**config.mk**
```make
export PLATFORM = sky130hd
export DESIGN_NAME = dag_table_with_topological_order_core
export DESIGN_NICKNAME = d
export VERILOG_FILES = /design/src/hdl/dagt_pkg.sv /design/src/hdl/dagt_datapath.sv /design/src/hdl/dagt_ctrl.sv /design/src/hdl/dag_table_with_topological_order_core.sv
export SDC_FILE = /design/constraint.sdc
export NUM_CORES = 2
export LEC_CHECK = 0
export BUFFER_PORTS_ARGS = -buffer_cell sky130_fd_sc_hd__buf_4
export CORE_ASPECT_RATIO = 0.8
export CORE_MARGIN = 4
export CORE_UTILIZATION = 53
export DETAILED_ROUTE_END_ITERATION = 8
export PLACE_DENSITY = 0.72
export SKIP_CTS_REPAIR_TIMING = 1
export SLEW_MARGIN = 25
export SYNTH_ARGS = -nofsm -noshare
export SYNTH_HDL_FRONTEND = slang
export SYNTH_SLANG_ARGS = --single-unit
export TNS_END_PERCENT = 30
```
**constraint.sdc**
```tcl
create_clock -name clk_i -period 7.5 [get_ports clk_i]
set_input_delay 1.5 -clock clk_i [delete_from_list [all_inputs] [get_ports clk_i]]
set_output_delay 1.5 -clock clk_i [all_outputs]
set_load 0.05 [all_outputs]
```
**src/hdl/dagt_pkg.sv**
```systemverilog
// dagt_pkg: shared constants, payload structs and state type
// for the dag table core; no dependencies
package dagt_pkg;

  localparam int unsigned MaxNodes = 16;
  localparam int unsigned NodeW    = $clog2(MaxNodes);
  localparam int unsigned CntW     = $clog2(MaxNodes + 1);
  localparam int unsigned AddrW    = 2 * NodeW;

  typedef enum logic [2:0] {
    KIND_ADD  = 3'd0,
    KIND_REM  = 3'd1,
    KIND_CON  = 3'd2,
    KIND_DIS  = 3'd3,
    KIND_SORT = 3'd4
  } kind_e;

  typedef struct packed {
    logic [2:0] kind;
    logic [3:0] node_a;
    logic [3:0] node_b;
  } in_item_t;

  typedef struct packed {
    logic       accepted;
    logic       order_valid;
    logic [3:0] order_node;
    logic       last;
  } out_item_t;

  typedef enum logic [4:0] {
    ST_IDLE,
    ST_DECODE,
    ST_REM_SCAN,    // walk own list of removed node, drop pred counts
    ST_REM_ROW,     // pick next row to purge
    ST_REM_RD,      // compact row: read entry
    ST_REM_WR,      // compact row: write back
    ST_REM_END,
    ST_CON_CHK,     // scan source list for duplicate
    ST_REACH_PICK,  // pick next frontier node
    ST_REACH_RD,    // walk its list
    ST_CON_END,
    ST_SORT_SEED,
    ST_SORT_POP,
    ST_SORT_RD,
    ST_SORT_END,
    ST_EMIT,
    ST_OUT
  } state_e;

endpackage

```
**src/hdl/dagt_datapath.sv**
```systemverilog
// dagt_datapath: graph state, successor memory and per-state step logic
// depends on dagt_pkg; driven by dagt_ctrl through state and command
module dagt_datapath (
  input  logic                clk_i,
  input  logic                rst_ni,
  input  dagt_pkg::state_e    state_i,
  input  dagt_pkg::in_item_t  item_i,
  input  logic                load_i,
  output dagt_pkg::out_item_t res_o,
  output logic [2:0]          kind_o,
  output logic                scan_done_o,
  output logic                list_end_o,
  output logic                rows_done_o,
  output logic                reach_done_o,
  output logic                node_ok_o,
  output logic                emit_last_o,
  output logic                sort_empty_o
);
  localparam int unsigned N  = dagt_pkg::MaxNodes;
  localparam int unsigned NW = dagt_pkg::NodeW;
  localparam int unsigned CW = dagt_pkg::CntW;

  logic [N-1:0]  present_q, visit_q, path_q;
  logic [CW-1:0] scnt_q [N];
  logic [CW-1:0] pcnt_q [N];
  logic [CW-1:0] wdeg_q [N];
  logic [NW-1:0] rq_q [N];
  logic [NW-1:0] succ_mem [N*N];

  logic [2:0]    kind_q;
  logic [NW-1:0] a_q, b_q, cur_q;
  logic [CW-1:0] k_q, w_q, head_q, tail_q;
  logic          hit_q, acc_q, any_q;
  logic [NW-1:0] rd_q;
  logic [NW:0]   row_q;
  logic          okab;
  logic [NW-1:0] drop_n;
  logic [N-1:0]  b_hot;

  assign okab   = present_q[a_q] && present_q[b_q];
  // node to strip from a list: the target for disconnect, else the removed node
  assign drop_n = (kind_q == dagt_pkg::KIND_DIS) ? b_q : a_q;
  assign b_hot  = {{(N-1){1'b0}}, 1'b1} << b_q;

  // memory read of entry (cur, k); writes for row compaction and connect append
  always_ff @(posedge clk_i) begin
    rd_q <= succ_mem[{cur_q, k_q[NW-1:0]}];
    if (state_i == dagt_pkg::ST_REM_WR && rd_q != drop_n)
      succ_mem[{cur_q, w_q[NW-1:0]}] <= rd_q;
    else if (state_i == dagt_pkg::ST_CON_END && acc_q && !visit_q[a_q])
      succ_mem[{a_q, scnt_q[a_q][NW-1:0]}] <= b_q;
  end

  // first set bit search
  function automatic logic [NW:0] first1(input logic [N-1:0] v);
    logic [NW:0] r;
    r = (NW+1)'(N);
    for (int i = N-1; i >= 0; i--) if (v[i]) r = (NW+1)'(i);
    return r;
  endfunction

  logic [NW:0] fp;
  assign fp = first1(path_q);

  // sequenced state updates
  always_ff @(posedge clk_i or negedge rst_ni) begin
    if (!rst_ni) begin
      present_q <= '0;
      for (int i = 0; i < N; i++) begin
        scnt_q[i] <= '0; pcnt_q[i] <= '0;
      end
      kind_q <= '0; a_q <= '0; b_q <= '0; cur_q <= '0;
      k_q <= '0; w_q <= '0; head_q <= '0; tail_q <= '0;
      hit_q <= 1'b0; acc_q <= 1'b0; any_q <= 1'b0;
      row_q <= '0; visit_q <= '0; path_q <= '0;
    end else if (load_i) begin
      kind_q <= item_i.kind; a_q <= item_i.node_a; b_q <= item_i.node_b;
      acc_q <= 1'b0; any_q <= 1'b0; k_q <= '0; hit_q <= 1'b0;
      cur_q <= item_i.node_a; row_q <= '0; head_q <= '0; tail_q <= '0;
    end else begin
      unique case (state_i)
        dagt_pkg::ST_DECODE: begin
          unique case (kind_q)
            dagt_pkg::KIND_ADD: if (!present_q[a_q]) begin
              present_q[a_q] <= 1'b1; scnt_q[a_q] <= '0; pcnt_q[a_q] <= '0;
              acc_q <= 1'b1;
            end
            dagt_pkg::KIND_DIS: begin
              acc_q <= okab; cur_q <= a_q; w_q <= '0;
            end
            dagt_pkg::KIND_CON: begin
              acc_q <= (a_q != b_q) && okab && (scnt_q[a_q] < CW'(N));
              visit_q <= b_hot; path_q <= b_hot;
            end
            default: ;
          endcase
        end
        // removal: own list drops pred counts (memory reads are registered)
        dagt_pkg::ST_REM_SCAN: begin
          if (hit_q) begin
            if (pcnt_q[rd_q] != '0) pcnt_q[rd_q] <= pcnt_q[rd_q] - CW'(1);
          end
          hit_q <= (k_q < scnt_q[a_q]);
          k_q <= k_q + CW'(1);
        end
        dagt_pkg::ST_REM_ROW: begin
          cur_q <= row_q[NW-1:0]; k_q <= '0; w_q <= '0;
          if (row_q[NW-1:0] == a_q) scnt_q[a_q] <= '0;
          row_q <= row_q + (NW+1)'(1);
        end
        dagt_pkg::ST_REM_RD: k_q <= k_q + CW'(1);
        dagt_pkg::ST_REM_WR: if (rd_q != drop_n) w_q <= w_q + CW'(1);
        dagt_pkg::ST_REM_END: begin
          scnt_q[cur_q] <= w_q;
          if (kind_q == dagt_pkg::KIND_DIS) begin
            if (w_q != scnt_q[cur_q] && pcnt_q[b_q] != '0)
              pcnt_q[b_q] <= pcnt_q[b_q] - CW'(1);
          end else if (rows_done_o) begin
            pcnt_q[a_q] <= '0; present_q[a_q] <= 1'b0; acc_q <= 1'b1;
          end
        end
        // connect: duplicate scan of a's list
        dagt_pkg::ST_CON_CHK: begin
          if (hit_q && rd_q == b_q) acc_q <= 1'b0;
          hit_q <= (k_q < scnt_q[a_q]);
          k_q <= k_q + CW'(1);
        end
        dagt_pkg::ST_REACH_PICK: begin
          if (fp != (NW+1)'(N)) begin
            cur_q <= fp[NW-1:0]; path_q[fp[NW-1:0]] <= 1'b0;
          end
          k_q <= '0; hit_q <= 1'b0;
        end
        dagt_pkg::ST_REACH_RD: begin
          if (hit_q && !visit_q[rd_q]) begin
            visit_q[rd_q] <= 1'b1; path_q[rd_q] <= 1'b1;
          end
          hit_q <= (k_q < scnt_q[cur_q]);
          k_q <= k_q + CW'(1);
        end
        dagt_pkg::ST_SORT_RD: begin
          if (hit_q && wdeg_q[rd_q] != '0) begin
            wdeg_q[rd_q] <= wdeg_q[rd_q] - CW'(1);
            if (wdeg_q[rd_q] == CW'(1) && tail_q < CW'(N)) begin
              rq_q[tail_q[NW-1:0]] <= rd_q; tail_q <= tail_q + CW'(1);
            end
          end
          hit_q <= (k_q < scnt_q[cur_q]);
          k_q <= k_q + CW'(1);
        end
        dagt_pkg::ST_CON_END: if (acc_q) begin
          if (visit_q[a_q]) acc_q <= 1'b0;
          else begin
            scnt_q[a_q] <= scnt_q[a_q] + CW'(1);
            pcnt_q[b_q] <= pcnt_q[b_q] + CW'(1);
          end
        end
        // sort seed, one slot per cycle
        dagt_pkg::ST_SORT_SEED: if (!row_q[NW]) begin
          wdeg_q[row_q[NW-1:0]] <= pcnt_q[row_q[NW-1:0]];
          if (present_q[row_q[NW-1:0]] && pcnt_q[row_q[NW-1:0]] == '0) begin
            rq_q[tail_q[NW-1:0]] <= row_q[NW-1:0]; tail_q <= tail_q + CW'(1);
          end
          row_q <= row_q + (NW+1)'(1);
        end
        dagt_pkg::ST_SORT_POP: begin
          cur_q <= rq_q[head_q[NW-1:0]]; head_q <= head_q + CW'(1);
          k_q <= '0; hit_q <= 1'b0; any_q <= 1'b1;
        end
        default: ;
      endcase
    end
  end

  // the popped node is emitted once its list is walked; last when queue dry; edits report accepted
  always_comb begin
    res_o = '0;
    res_o.last = 1'b1;
    if (kind_q == dagt_pkg::KIND_SORT) begin
      res_o.order_valid = any_q;
      res_o.order_node  = any_q ? cur_q : '0;
      res_o.last        = !(head_q < tail_q);
    end else if (kind_q <= dagt_pkg::KIND_DIS) begin
      res_o.accepted = acc_q;
    end
  end
  assign emit_last_o  = res_o.last;
  assign sort_empty_o = !(head_q < tail_q);

  // status: list walks, row search, frontier and node checks
  assign kind_o       = kind_q;
  assign scan_done_o  = !hit_q && (k_q != '0);
  assign list_end_o   = (k_q >= scnt_q[cur_q]);
  assign rows_done_o  = (row_q == (NW+1)'(N));
  assign reach_done_o = (path_q == '0);
  assign node_ok_o    = present_q[a_q];
endmodule

```
**src/hdl/dagt_ctrl.sv**
```systemverilog
// dagt_ctrl: sequencer for edits, cycle check and sort
// depends on dagt_pkg; steers dagt_datapath by its state code
module dagt_ctrl (
  input  logic               clk_i,
  input  logic               rst_ni,
  input  logic               in_valid_i,
  output logic               in_stall_o,
  input  logic               out_stall_i,
  output logic               out_valid_o,
  input  logic [2:0]         kind_i,
  input  logic               scan_done_i,
  input  logic               list_end_i,
  input  logic               rows_done_i,
  input  logic               reach_done_i,
  input  logic               remove_ok_i,
  input  logic               sort_empty_i,
  input  logic               last_i,
  output dagt_pkg::state_e   state_o,
  output logic               load_o
);
  dagt_pkg::state_e state_q, state_d;

  // next state
  always_comb begin
    state_d = state_q;
    unique case (state_q)
      dagt_pkg::ST_IDLE: if (in_valid_i) state_d = dagt_pkg::ST_DECODE;
      dagt_pkg::ST_DECODE: begin
        unique case (kind_i)
          dagt_pkg::KIND_REM:
            state_d = remove_ok_i ? dagt_pkg::ST_REM_SCAN : dagt_pkg::ST_OUT;
          dagt_pkg::KIND_DIS:
            state_d = remove_ok_i ? dagt_pkg::ST_REM_RD : dagt_pkg::ST_OUT;
          dagt_pkg::KIND_CON:  state_d = dagt_pkg::ST_CON_CHK;
          dagt_pkg::KIND_SORT: state_d = dagt_pkg::ST_SORT_SEED;
          default:             state_d = dagt_pkg::ST_OUT;
        endcase
      end
      dagt_pkg::ST_REM_SCAN: if (scan_done_i) state_d = dagt_pkg::ST_REM_ROW;
      dagt_pkg::ST_REM_ROW:  state_d = dagt_pkg::ST_REM_RD;
      dagt_pkg::ST_REM_RD:   state_d = list_end_i ? dagt_pkg::ST_REM_END
                                                  : dagt_pkg::ST_REM_WR;
      dagt_pkg::ST_REM_WR:   state_d = dagt_pkg::ST_REM_RD;
      dagt_pkg::ST_REM_END: begin
        if (kind_i == dagt_pkg::KIND_DIS || rows_done_i) state_d = dagt_pkg::ST_OUT;
        else state_d = dagt_pkg::ST_REM_ROW;
      end
      dagt_pkg::ST_CON_CHK: if (scan_done_i) state_d = dagt_pkg::ST_REACH_PICK;
      dagt_pkg::ST_REACH_PICK:
        state_d = reach_done_i ? dagt_pkg::ST_CON_END : dagt_pkg::ST_REACH_RD;
      dagt_pkg::ST_REACH_RD: if (scan_done_i) state_d = dagt_pkg::ST_REACH_PICK;
      dagt_pkg::ST_CON_END:  state_d = dagt_pkg::ST_OUT;
      dagt_pkg::ST_SORT_SEED: if (rows_done_i) state_d = dagt_pkg::ST_SORT_END;
      dagt_pkg::ST_SORT_END:
        state_d = sort_empty_i ? dagt_pkg::ST_OUT : dagt_pkg::ST_SORT_POP;
      dagt_pkg::ST_SORT_POP: state_d = dagt_pkg::ST_SORT_RD;
      dagt_pkg::ST_SORT_RD:  if (scan_done_i) state_d = dagt_pkg::ST_EMIT;
      dagt_pkg::ST_EMIT: if (!out_stall_i)
        state_d = last_i ? dagt_pkg::ST_IDLE : dagt_pkg::ST_SORT_POP;
      dagt_pkg::ST_OUT: if (!out_stall_i) state_d = dagt_pkg::ST_IDLE;
      default: state_d = dagt_pkg::ST_IDLE;
    endcase
  end

  always_ff @(posedge clk_i or negedge rst_ni) begin
    if (!rst_ni) state_q <= dagt_pkg::ST_IDLE;
    else         state_q <= state_d;
  end

  // outputs
  always_comb begin
    state_o     = state_q;
    in_stall_o  = (state_q != dagt_pkg::ST_IDLE);
    load_o      = (state_q == dagt_pkg::ST_IDLE) && in_valid_i;
    out_valid_o = (state_q == dagt_pkg::ST_OUT) || (state_q == dagt_pkg::ST_EMIT);
  end
endmodule

```
**src/hdl/dag_table_with_topological_order_core.sv**
```systemverilog
// dag_table_with_topological_order_core: top level joining controller and datapath
// depends on dagt_pkg, dagt_ctrl, dagt_datapath
//
//  channel  | valid        | stall         | payload
//  ---------+--------------+---------------+----------------------
//  input    | in_valid_i   | in_stall_o    | in_data_i  (in_item_t)
//  output   | out_valid_o  | out_stall_i   | out_data_o (out_item_t)
//
// one item at a time; add and unknown kinds go from decode straight to the output state
// remove: own list walk, then each row is compacted by read and write-back steps (N = 16 rows)
// disconnect: one read and write-back pass over the source list
// connect: duplicate scan, then a walk of each reached node's list
// sort: seed pass over all N slots, then per sorted node a pop, a walk of its list and an emit
// reset clears node presence and counts at once; no clearing pass; stalls hold results
module dag_table_with_topological_order_core (
  input  logic                clk_i,
  input  logic                rst_ni,
  input  logic                in_valid_i,
  output logic                in_stall_o,
  input  dagt_pkg::in_item_t  in_data_i,
  output logic                out_valid_o,
  input  logic                out_stall_i,
  output dagt_pkg::out_item_t out_data_o
);
  dagt_pkg::state_e st;
  logic [2:0] kind;
  logic load, last, sempty, scan_done, list_end, rows_done, reach_done, node_ok;
  dagt_datapath u_dp (
    .clk_i, .rst_ni, .state_i(st), .item_i(in_data_i), .load_i(load),
    .res_o(out_data_o), .kind_o(kind), .scan_done_o(scan_done),
    .list_end_o(list_end), .rows_done_o(rows_done), .reach_done_o(reach_done),
    .node_ok_o(node_ok), .emit_last_o(last), .sort_empty_o(sempty)
  );
  dagt_ctrl u_ctrl (
    .clk_i, .rst_ni, .in_valid_i, .in_stall_o, .out_stall_i, .out_valid_o,
    .kind_i(kind), .scan_done_i(scan_done), .list_end_i(list_end),
    .rows_done_i(rows_done), .reach_done_i(reach_done),
    .remove_ok_i(node_ok), .sort_empty_i(sempty),
    .last_i(last), .state_o(st), .load_o(load)
  );
endmodule

```
# Yosys cells after proc, flatten, opt, wreduce, memory -nomap -nowiden
# Memory sizes are Yosys's and may differ from the RTL's. A register that Yosys moved wholly into a read port is not among the register bits.
# Index checks and enable logic that the tools add are counted.
[classes] n_lt_le_gt_ge=24 n_eq_ne=62 shift=1 n_mux=171 n_bitwise=17 addsub=10 reduce_logical=73
[ops] op="80-bit 2-to-1 mux" n=14
[ops] op="80-bit case mux with 4 select lines" n=2
[ops] op="80-bit bitwise mux" n=5
[ops] op="5-bit 2-to-1 mux" n=54
[ops] op="80-bit bitwise AND" n=2
[ops] op="16-bit 2-to-1 mux" n=8
[ops] op="5-bit binary-select mux with 4-bit select" n=5
[ops] op="5-bit demux with 4-bit select" n=4
[ops] op="80-bit NOT" n=1
[ops] op="5-bit case mux with 15 select lines" n=1
[ops] op="16-bit case mux with 2 select lines" n=2
[ops] op="16-bit OR" n=3
[ops] op="16-bit case mux with 3 select lines" n=1
[ops] op="1-bit 2-to-1 mux" n=45
[ops] op="5-bit by 4-bit equality test with 1-bit output, second input constant" n=8
[ops] op="4-bit 2-to-1 mux" n=9
[ops] op="5-bit by 1-bit adder with 5-bit output, second input constant" n=7
[ops] op="5-bit nonzero test" n=7
[ops] op="16-bit bitwise AND" n=2
[ops] op="2-bit != test, second input constant" n=16
[ops] op="16-bit NOT" n=2
[ops] op="5-bit case mux with 2 select lines" n=3
[ops] op="5-bit greater-or-equal comparator, second input constant" n=5
[ops] op="1-bit logical AND" n=25
[ops] op="other kinds (58)" n=127
[totals] output_inout_bits=9 input_bits=15 elab_cells=410 ram_bits=1168 mem_count=3 ff_bits=256
[mem_list] name="u_dp.succ_mem" words=256 width=4 read_ports=1 rd_ports_with_merged_regs=1 wr=1 line_no="dagt_datapath.sv:28" text="logic [NW-1:0] succ_mem [N*N];"
[mem_list] name="u_dp.wdeg_q" words=16 width=5 read_ports=1 rd_ports_with_merged_regs=0 wr=1 line_no="dagt_datapath.sv:26" text="logic [CW-1:0] wdeg_q [N];"
[mem_list] name="u_dp.rq_q" words=16 width=4 read_ports=1 rd_ports_with_merged_regs=0 wr=1 line_no="dagt_datapath.sv:27" text="logic [NW-1:0] rq_q [N];"

# Depth between registers and ports, before layout
[logic_depth] word_depth=24 ltp_mapped=17 depth_no_buf=13

# Modules after synthesis
# A second synthesis with hierarchy kept.
[unflattened] hier_cells=4178 hier_area_um2=65805.6
[modules_own_cells] module="dagt_datapath" cells_per_inst=4092 area_each_um2=65133.7 instances=1 seq_area_each_um2=41434.7
[modules_own_cells] module="dagt_ctrl" cells_per_inst=86 area_each_um2=671.9 instances=1 seq_area_each_um2=125.1

# Least setup slack after synthesis
# Ideal clock, no wire load.
[synth_path] kind="register to register" startpoint="register u_dp.a_q[0]" endpoint="memory u_dp.succ_mem[0][2] in the netlist's numbering, data pin" stages_incl_launch_ff=11 arrival_time_ns=5.140 path_buffers=4 period_less_slack_ns=5.963 setup_time_ns=0.823 path_slack_ns=1.537 required_ns=6.677 path_cell_list="dfrtp_1 -> buf_6 -> buf_12 -> mux4_2 -> o22ai_1 -> a21o_1 -> and3_1 -> buf_2 -> buf_1 -> nand2_1 -> nand2_1"
[synth_via] elab_chain_len=9 word_cells_on_any_way=12 cone_classes="1 x eq/ne; 7 x mux; 4 x reduce/logical"
[synth_rtl] element="from (decl)" line_no="dagt_datapath.sv:31" text="logic [NW-1:0] a_q, b_q, cur_q;"
[synth_rtl] element="from (signal assigned)" line_no="dagt_datapath.sv:77" text="kind_q <= item_i.kind; a_q <= item_i.node_a; b_q <= item_i.node_b;"
[synth_rtl] element="1-bit binary-select mux with 4-bit select" line_no="dagt_datapath.sv:50" text="else if (state_i == dagt_pkg::ST_CON_END && acc_q && !visit_q[a_q])"
[synth_rtl] element="1-bit 2-to-1 mux (implied by the code)" line_no="dagt_datapath.sv:50"
[synth_rtl] element="1-bit zero test" line_no="dagt_datapath.sv:50"
[synth_rtl] element="1-bit logical AND" line_no="dagt_datapath.sv:50"
[synth_rtl] element="1-bit 2-to-1 mux" line_no="dagt_datapath.sv:50"
[synth_rtl] element="1-bit 2-to-1 mux *" line_no="dagt_datapath.sv:48" text="if (state_i == dagt_pkg::ST_REM_WR && rd_q != drop_n)"
[synth_rtl] element="1-bit 2-to-1 mux (implied by the code) *" line_no="dagt_datapath.sv:51" text="succ_mem[{a_q, scnt_q[a_q][NW-1:0]}] <= b_q;"
[synth_rtl] element="4-bit OR reduction (no line) *"
[synth_rtl] element="4-bit 2-to-1 mux (no line) *"
[synth_rtl] element="to (decl)" line_no="dagt_datapath.sv:28"
# Every way passes the cells marked *; elsewhere a longest branch is shown, timed or not. The select of a mux whose other input is x is not followed.

# Final worst setup path
[layout_path] startpoint="register u_dp.cur_q[1]" endpoint="register u_dp.pcnt_q[29] in the netlist's numbering"
[layout_via] elab_chain_len=8
[layout_rtl] element="from (decl)" line_no="dagt_datapath.sv:31"
[layout_rtl] element="from (signal assigned)" line_no="dagt_datapath.sv:167" text="cur_q <= rq_q[head_q[NW-1:0]]; head_q <= head_q + CW'(1);"
[layout_rtl] element="4-bit NOT with 5-bit output (implied by the code)" line_no="dagt_datapath.sv:116" text="if (w_q != scnt_q[cur_q] && pcnt_q[b_q] != '0)"
[layout_rtl] element="5-bit binary-select mux with 4-bit select" line_no="dagt_datapath.sv:116"
[layout_rtl] element="5-bit 2-to-1 mux (implied by the code) (2 in series)" line_no="dagt_datapath.sv:116"
[layout_rtl] element="5-bit != test" line_no="dagt_datapath.sv:116"
[layout_rtl] element="1-bit logical AND" line_no="dagt_datapath.sv:116"
[layout_rtl] element="3-bit != test (no line)"
[layout_rtl] element="10-bit AND reduction (no line)"
[layout_rtl] element="to (signal, indexed assignment)" line_no="dagt_datapath.sv:117" text="pcnt_q[b_q] <= pcnt_q[b_q] - CW'(1);"
[layout_rtl] element="to (signal, indexed assignment)" line_no="dagt_datapath.sv:155" text="pcnt_q[b_q] <= pcnt_q[b_q] + CW'(1);"
[layout_rtl] element="to (decl)" line_no="dagt_datapath.sv:25" text="logic [CW-1:0] pcnt_q [N];"
# No other way between the ends. The select of a mux whose other input is x is not followed.
# A chain may end at the register's enable or synchronous reset.

==> results by group <==
Clock tree
  • Clk sink count: 1428
  • CTS tree: built
  • Clock Latency Late Sink: 790 ps
  • H-tree depth: 4
  • Clock transition at path regs: approximately 70 ps
  • Clock Tree Root: clkbuf_16
  • CTS max path bufs: 3
  • Num CTS Buffers: roughly 140

Floorplanning
  • IO Count: 24
  • Core area: ~120000 um^2
  • Die W: between 300 and 400 um
  • Initial core utilization: 53.7%
  • Row cnt: ~110
  • Die H: 322 um
  • Die area: between 100000 and 150000 um^2

Pwr
  • Pwr Total: about 28 mW
  • Power density of the placed cells: 385 nW/um^2
  • Peak supply drop: roughly 320 uV
  • Leak Pwr: ~23 nW

Worst setup path
  • CP max-delay cell: and4_4
  • Crit path from: u_dp.cur_q[1]
  • R2r setup slk: approximately 2600 ps
  • CP max FO: 58
  • Critical Path Sink: u_dp.pcnt_q[29]
  • Startpoint types: register
  • Crit. End Element: register
  • Capture point of the worst reg-to-reg path: u_dp.pcnt_q[29]
  • R2R cell count: 9
  • Buf+Inv Stages, Crit Path: 1
  • Crit path max-delay family: simple AND/OR/NAND/NOR gates
  • CP arrival: between 5000 and 6000 ps
  • WP data required: 8170 ps
  • Crit-path cells: buf_4 -> mux4_2 -> mux2i_1 -> xnor2_1 -> a2111oi_0 -> o2111ai_1 -> and4_4 -> nand2_1 -> o221ai_1
  • Crit path largest cell delay: approximately 820 ps
  • CP Depth: 9
  • Worst Setup Path Type: register to register
  • R2r startpoint: u_dp.cur_q[1]

Yosys
  • Area contributors post-synth: edfxtp_1 (54%), mux4_2 (16%), dfrtp_1 (9.8%)
  • Synth cell types: 80
  • Post-synth top flop: edfxtp_1
  • Async set-reset flop share out of synthesis: 17.9%
  • Synthesized area per cell: ~16 um^2
  • Syn nets: approximately 4200
  • Yosys warning total: 0
  • Leading area contributor after synthesis: edfxtp_1
  • Yosys top cell area share: roughly 54%
  • Cells after Synth: between 4000 and 5000
  • Synth Cell Area: between 60000 and 70000 um^2
  • EDFF count, synth: 1168
  • Synth Register Bits: approximately 1400
  • Register area share after synthesis: between 60 and 70%

Layout
  • P&R area growth vs syn: 9.85%
  • FF/Latch Area: between 40000 and 50000 um^2
  • Ratio of cells with drive above 1 in the final layout: 21.0%
  • Final Core Density: between 50 and 60%
  • Multi-input logic area: 22100 um^2
  • Fillcell total: between 8000 and 9000
  • Final net count: ~4200

Drt
  • Vias after detailed routing: about 41000
  • DRT iter0 DRCs: slightly below 7000
  • Post-DRT Antenna Nets: 0
  • Avg WL per Cell: 31.5 um
  • Final wirelength: approximately 190000 um
  • Vias per cell: ~7
  • Remaining design rule violation count: 1
  • TritonRoute pass-1 iters: 9

Timing
  • Max Slew Vio Count: 0
  • Setup violations, final: 0
  • RSZ-0062 raised after global routing: no
  • Total negative slack: 0 ps
  • Relative slew slack: a little over a quarter
  • Worst-Margin Slew: ~1100 ps
  • Skew final: around 32 ps
  • Final hold violation count: 0
  • Period utilisation layout: 65.1%
  • Achievable Freq: slightly above 200 MHz
  • Fin crit period: 4880 ps

GRT
  • Largest net degree at the start of global routing: 142
  • Vias in the first global route: just under 40000
  • GRT overflow: 0
  • All-layer global routing usage: between 20% and 30%
  • Antenna violations before repair: 3
  • First-pass GRT wire length: roughly 270000 um

Placement
  • DPL Wire Length: between 100000 and 150000 um
  • RD Place Congestion: ~1
  • IO Port Bufs: 23

Worst hold path
  • Hold Path Stages: 2
  • Worst min-delay path class: register to register

Run
  • # Max-Cap Violations: 0

Outcome
  • Status: complete, but fails checks
  • Failing checks: DRC
[worst min-delay path by stage]
| stage | start | to | slack, ps |
|---|---|---|---|
| 2_1_floorplan | u_dp.any_q | u_dp.any_q | 440 |
| 3_3_place_gp | u_dp.any_q | u_dp.any_q | 460 |
| 3_5_place_dp | u_dp.any_q | u_dp.any_q | 470 |
| 4_1_cts | u_dp.any_q | u_dp.any_q | 480 |
| 5_1_grt | u_dp.any_q | u_dp.any_q | 510 |
| 6_report | u_dp.any_q | u_dp.any_q | 490 |
[worst reg2reg max path: cells and delay by family (launching register included)]
family,cells,cell delay [ps]
flip-flops,1,690
multiplexers,2,940
AND/OR/NAND/NOR,2,1370
AO/OA/AOI/OAI,3,1150
XOR/XNOR,1,160
buffers and inverters,1,470
[kinds of logic (layout without fill, tap and decap cells)]
group	after synthesis	count (layout)	share of synthesized area (%)
xor+xnor	48	48	0.645
buf+inv	358	429	2.41
flops	1428	1428	63.8
mux	543	543	17.7
other cells	0	1	0
fa+ha+maj	31	31	0.596
compound gates	746	746	7.89
simple gates	1024	1024	6.98
[final cells by class]
type	count	share of cell area, %
Sequential cell	1428	58.1
Multi-Input combinational cell	2392	30.9
Antenna cell	1	0.00350
Inverter	51	0.268
Clock inverter	80	1.28
Timing Repair Buffer	130	1.50
Clock buffer	168	5.07
Tap cell	1624	2.84
[registers in the layout, indices dropped and copies added (netlist names), 5 cells and up, named ones only]
signal,flops
u_dp.row_q,5
u_dp.path_q,16
u_ctrl.state_o,5
u_dp.head_q,5
u_dp.pcnt_q,80
u_dp.succ_mem,1024
u_dp.wdeg_q,80
u_dp.tail_q,5
u_dp.visit_q,16
u_dp.scnt_q,80
u_dp.rq_q,64
u_dp.w_q,5
u_dp.k_q,5
[synth_stat cells (15+ instances only)]
cell type / number
dfrtp_1: 256
nand3_1: 83
a22o_1: 108
nor2_1: 431
nand2_1: 262
nor2b_1: 29
o221ai_1: 42
a221o_1: 21
xor2_1: 24
a21oi_1: 129
edfxtp_1: 1168
inv_1: 50
o21ai_0: 137
a22oi_1: 46
nor2_2: 17
mux4_2: 475
mux2i_1: 46
nor3_1: 63
clkbuf_1: 172
xnor2_1: 24
buf_2: 60
ha_1: 31
buf_1: 51
a31oi_1: 36
or3_1: 19
nand2b_1: 26
o22ai_1: 90
mux2_2: 15
[metrics by stage]
step                area (um^2)  hold slack [ps]  std cells  worst slack, ps
global placement          67000              462       5625             2440
global route              71500              509       5874             2510
CTS                       71500              483       5873             2280
detailed placement        67000              468       5625             2320
finish                    71500              490       5874             2620
floorplan                 65100              439       4178             1540
[cells in the final DEF, fill, tap and decap left out, types with 24 or more instances in the layout]
cell type     n
nor2b_1      29
nand3_1      83
a22o_1      108
nand2_1     258
mux2i_1      46
edfxtp_1   1168
a22oi_1      46
ha_1         31
nor3_1       61
o22ai_1      89
clkbuf_16   140
buf_4       121
dfrtp_1     246
inv_1        50
a21oi_1     124
nand2b_1     26
xor2_1       24
o21ai_0     137
clkbuf_1     26
a31oi_1      36
o221ai_1     42
mux4_2      475
nor2_1      430
clkinv_1     27
[layer usage]
| layer | vias up | wire length, um | GRT usage (%) |
|---|---|---|---|
| li1 | 16700 | - | - |
| met1 | 21000 | 71700 | 43.1 |
| met2 | 3300 | 80500 | 40.9 |
| met3 | 489 | 26000 | 8.50 |
| met4 | 2 | 7000 | 9.94 |
| met5 | - | 13 | 0 |
[power by group]
group          leakage [nW]  internal (mW)  switching [mW]  total [mW]
registers              14.0           10.2           0.938        11.1
logic                  7.12           3.35            6.06        9.40
clock network          2.20           3.99            3.07        7.06
Power figures use the tool's default switching activity.
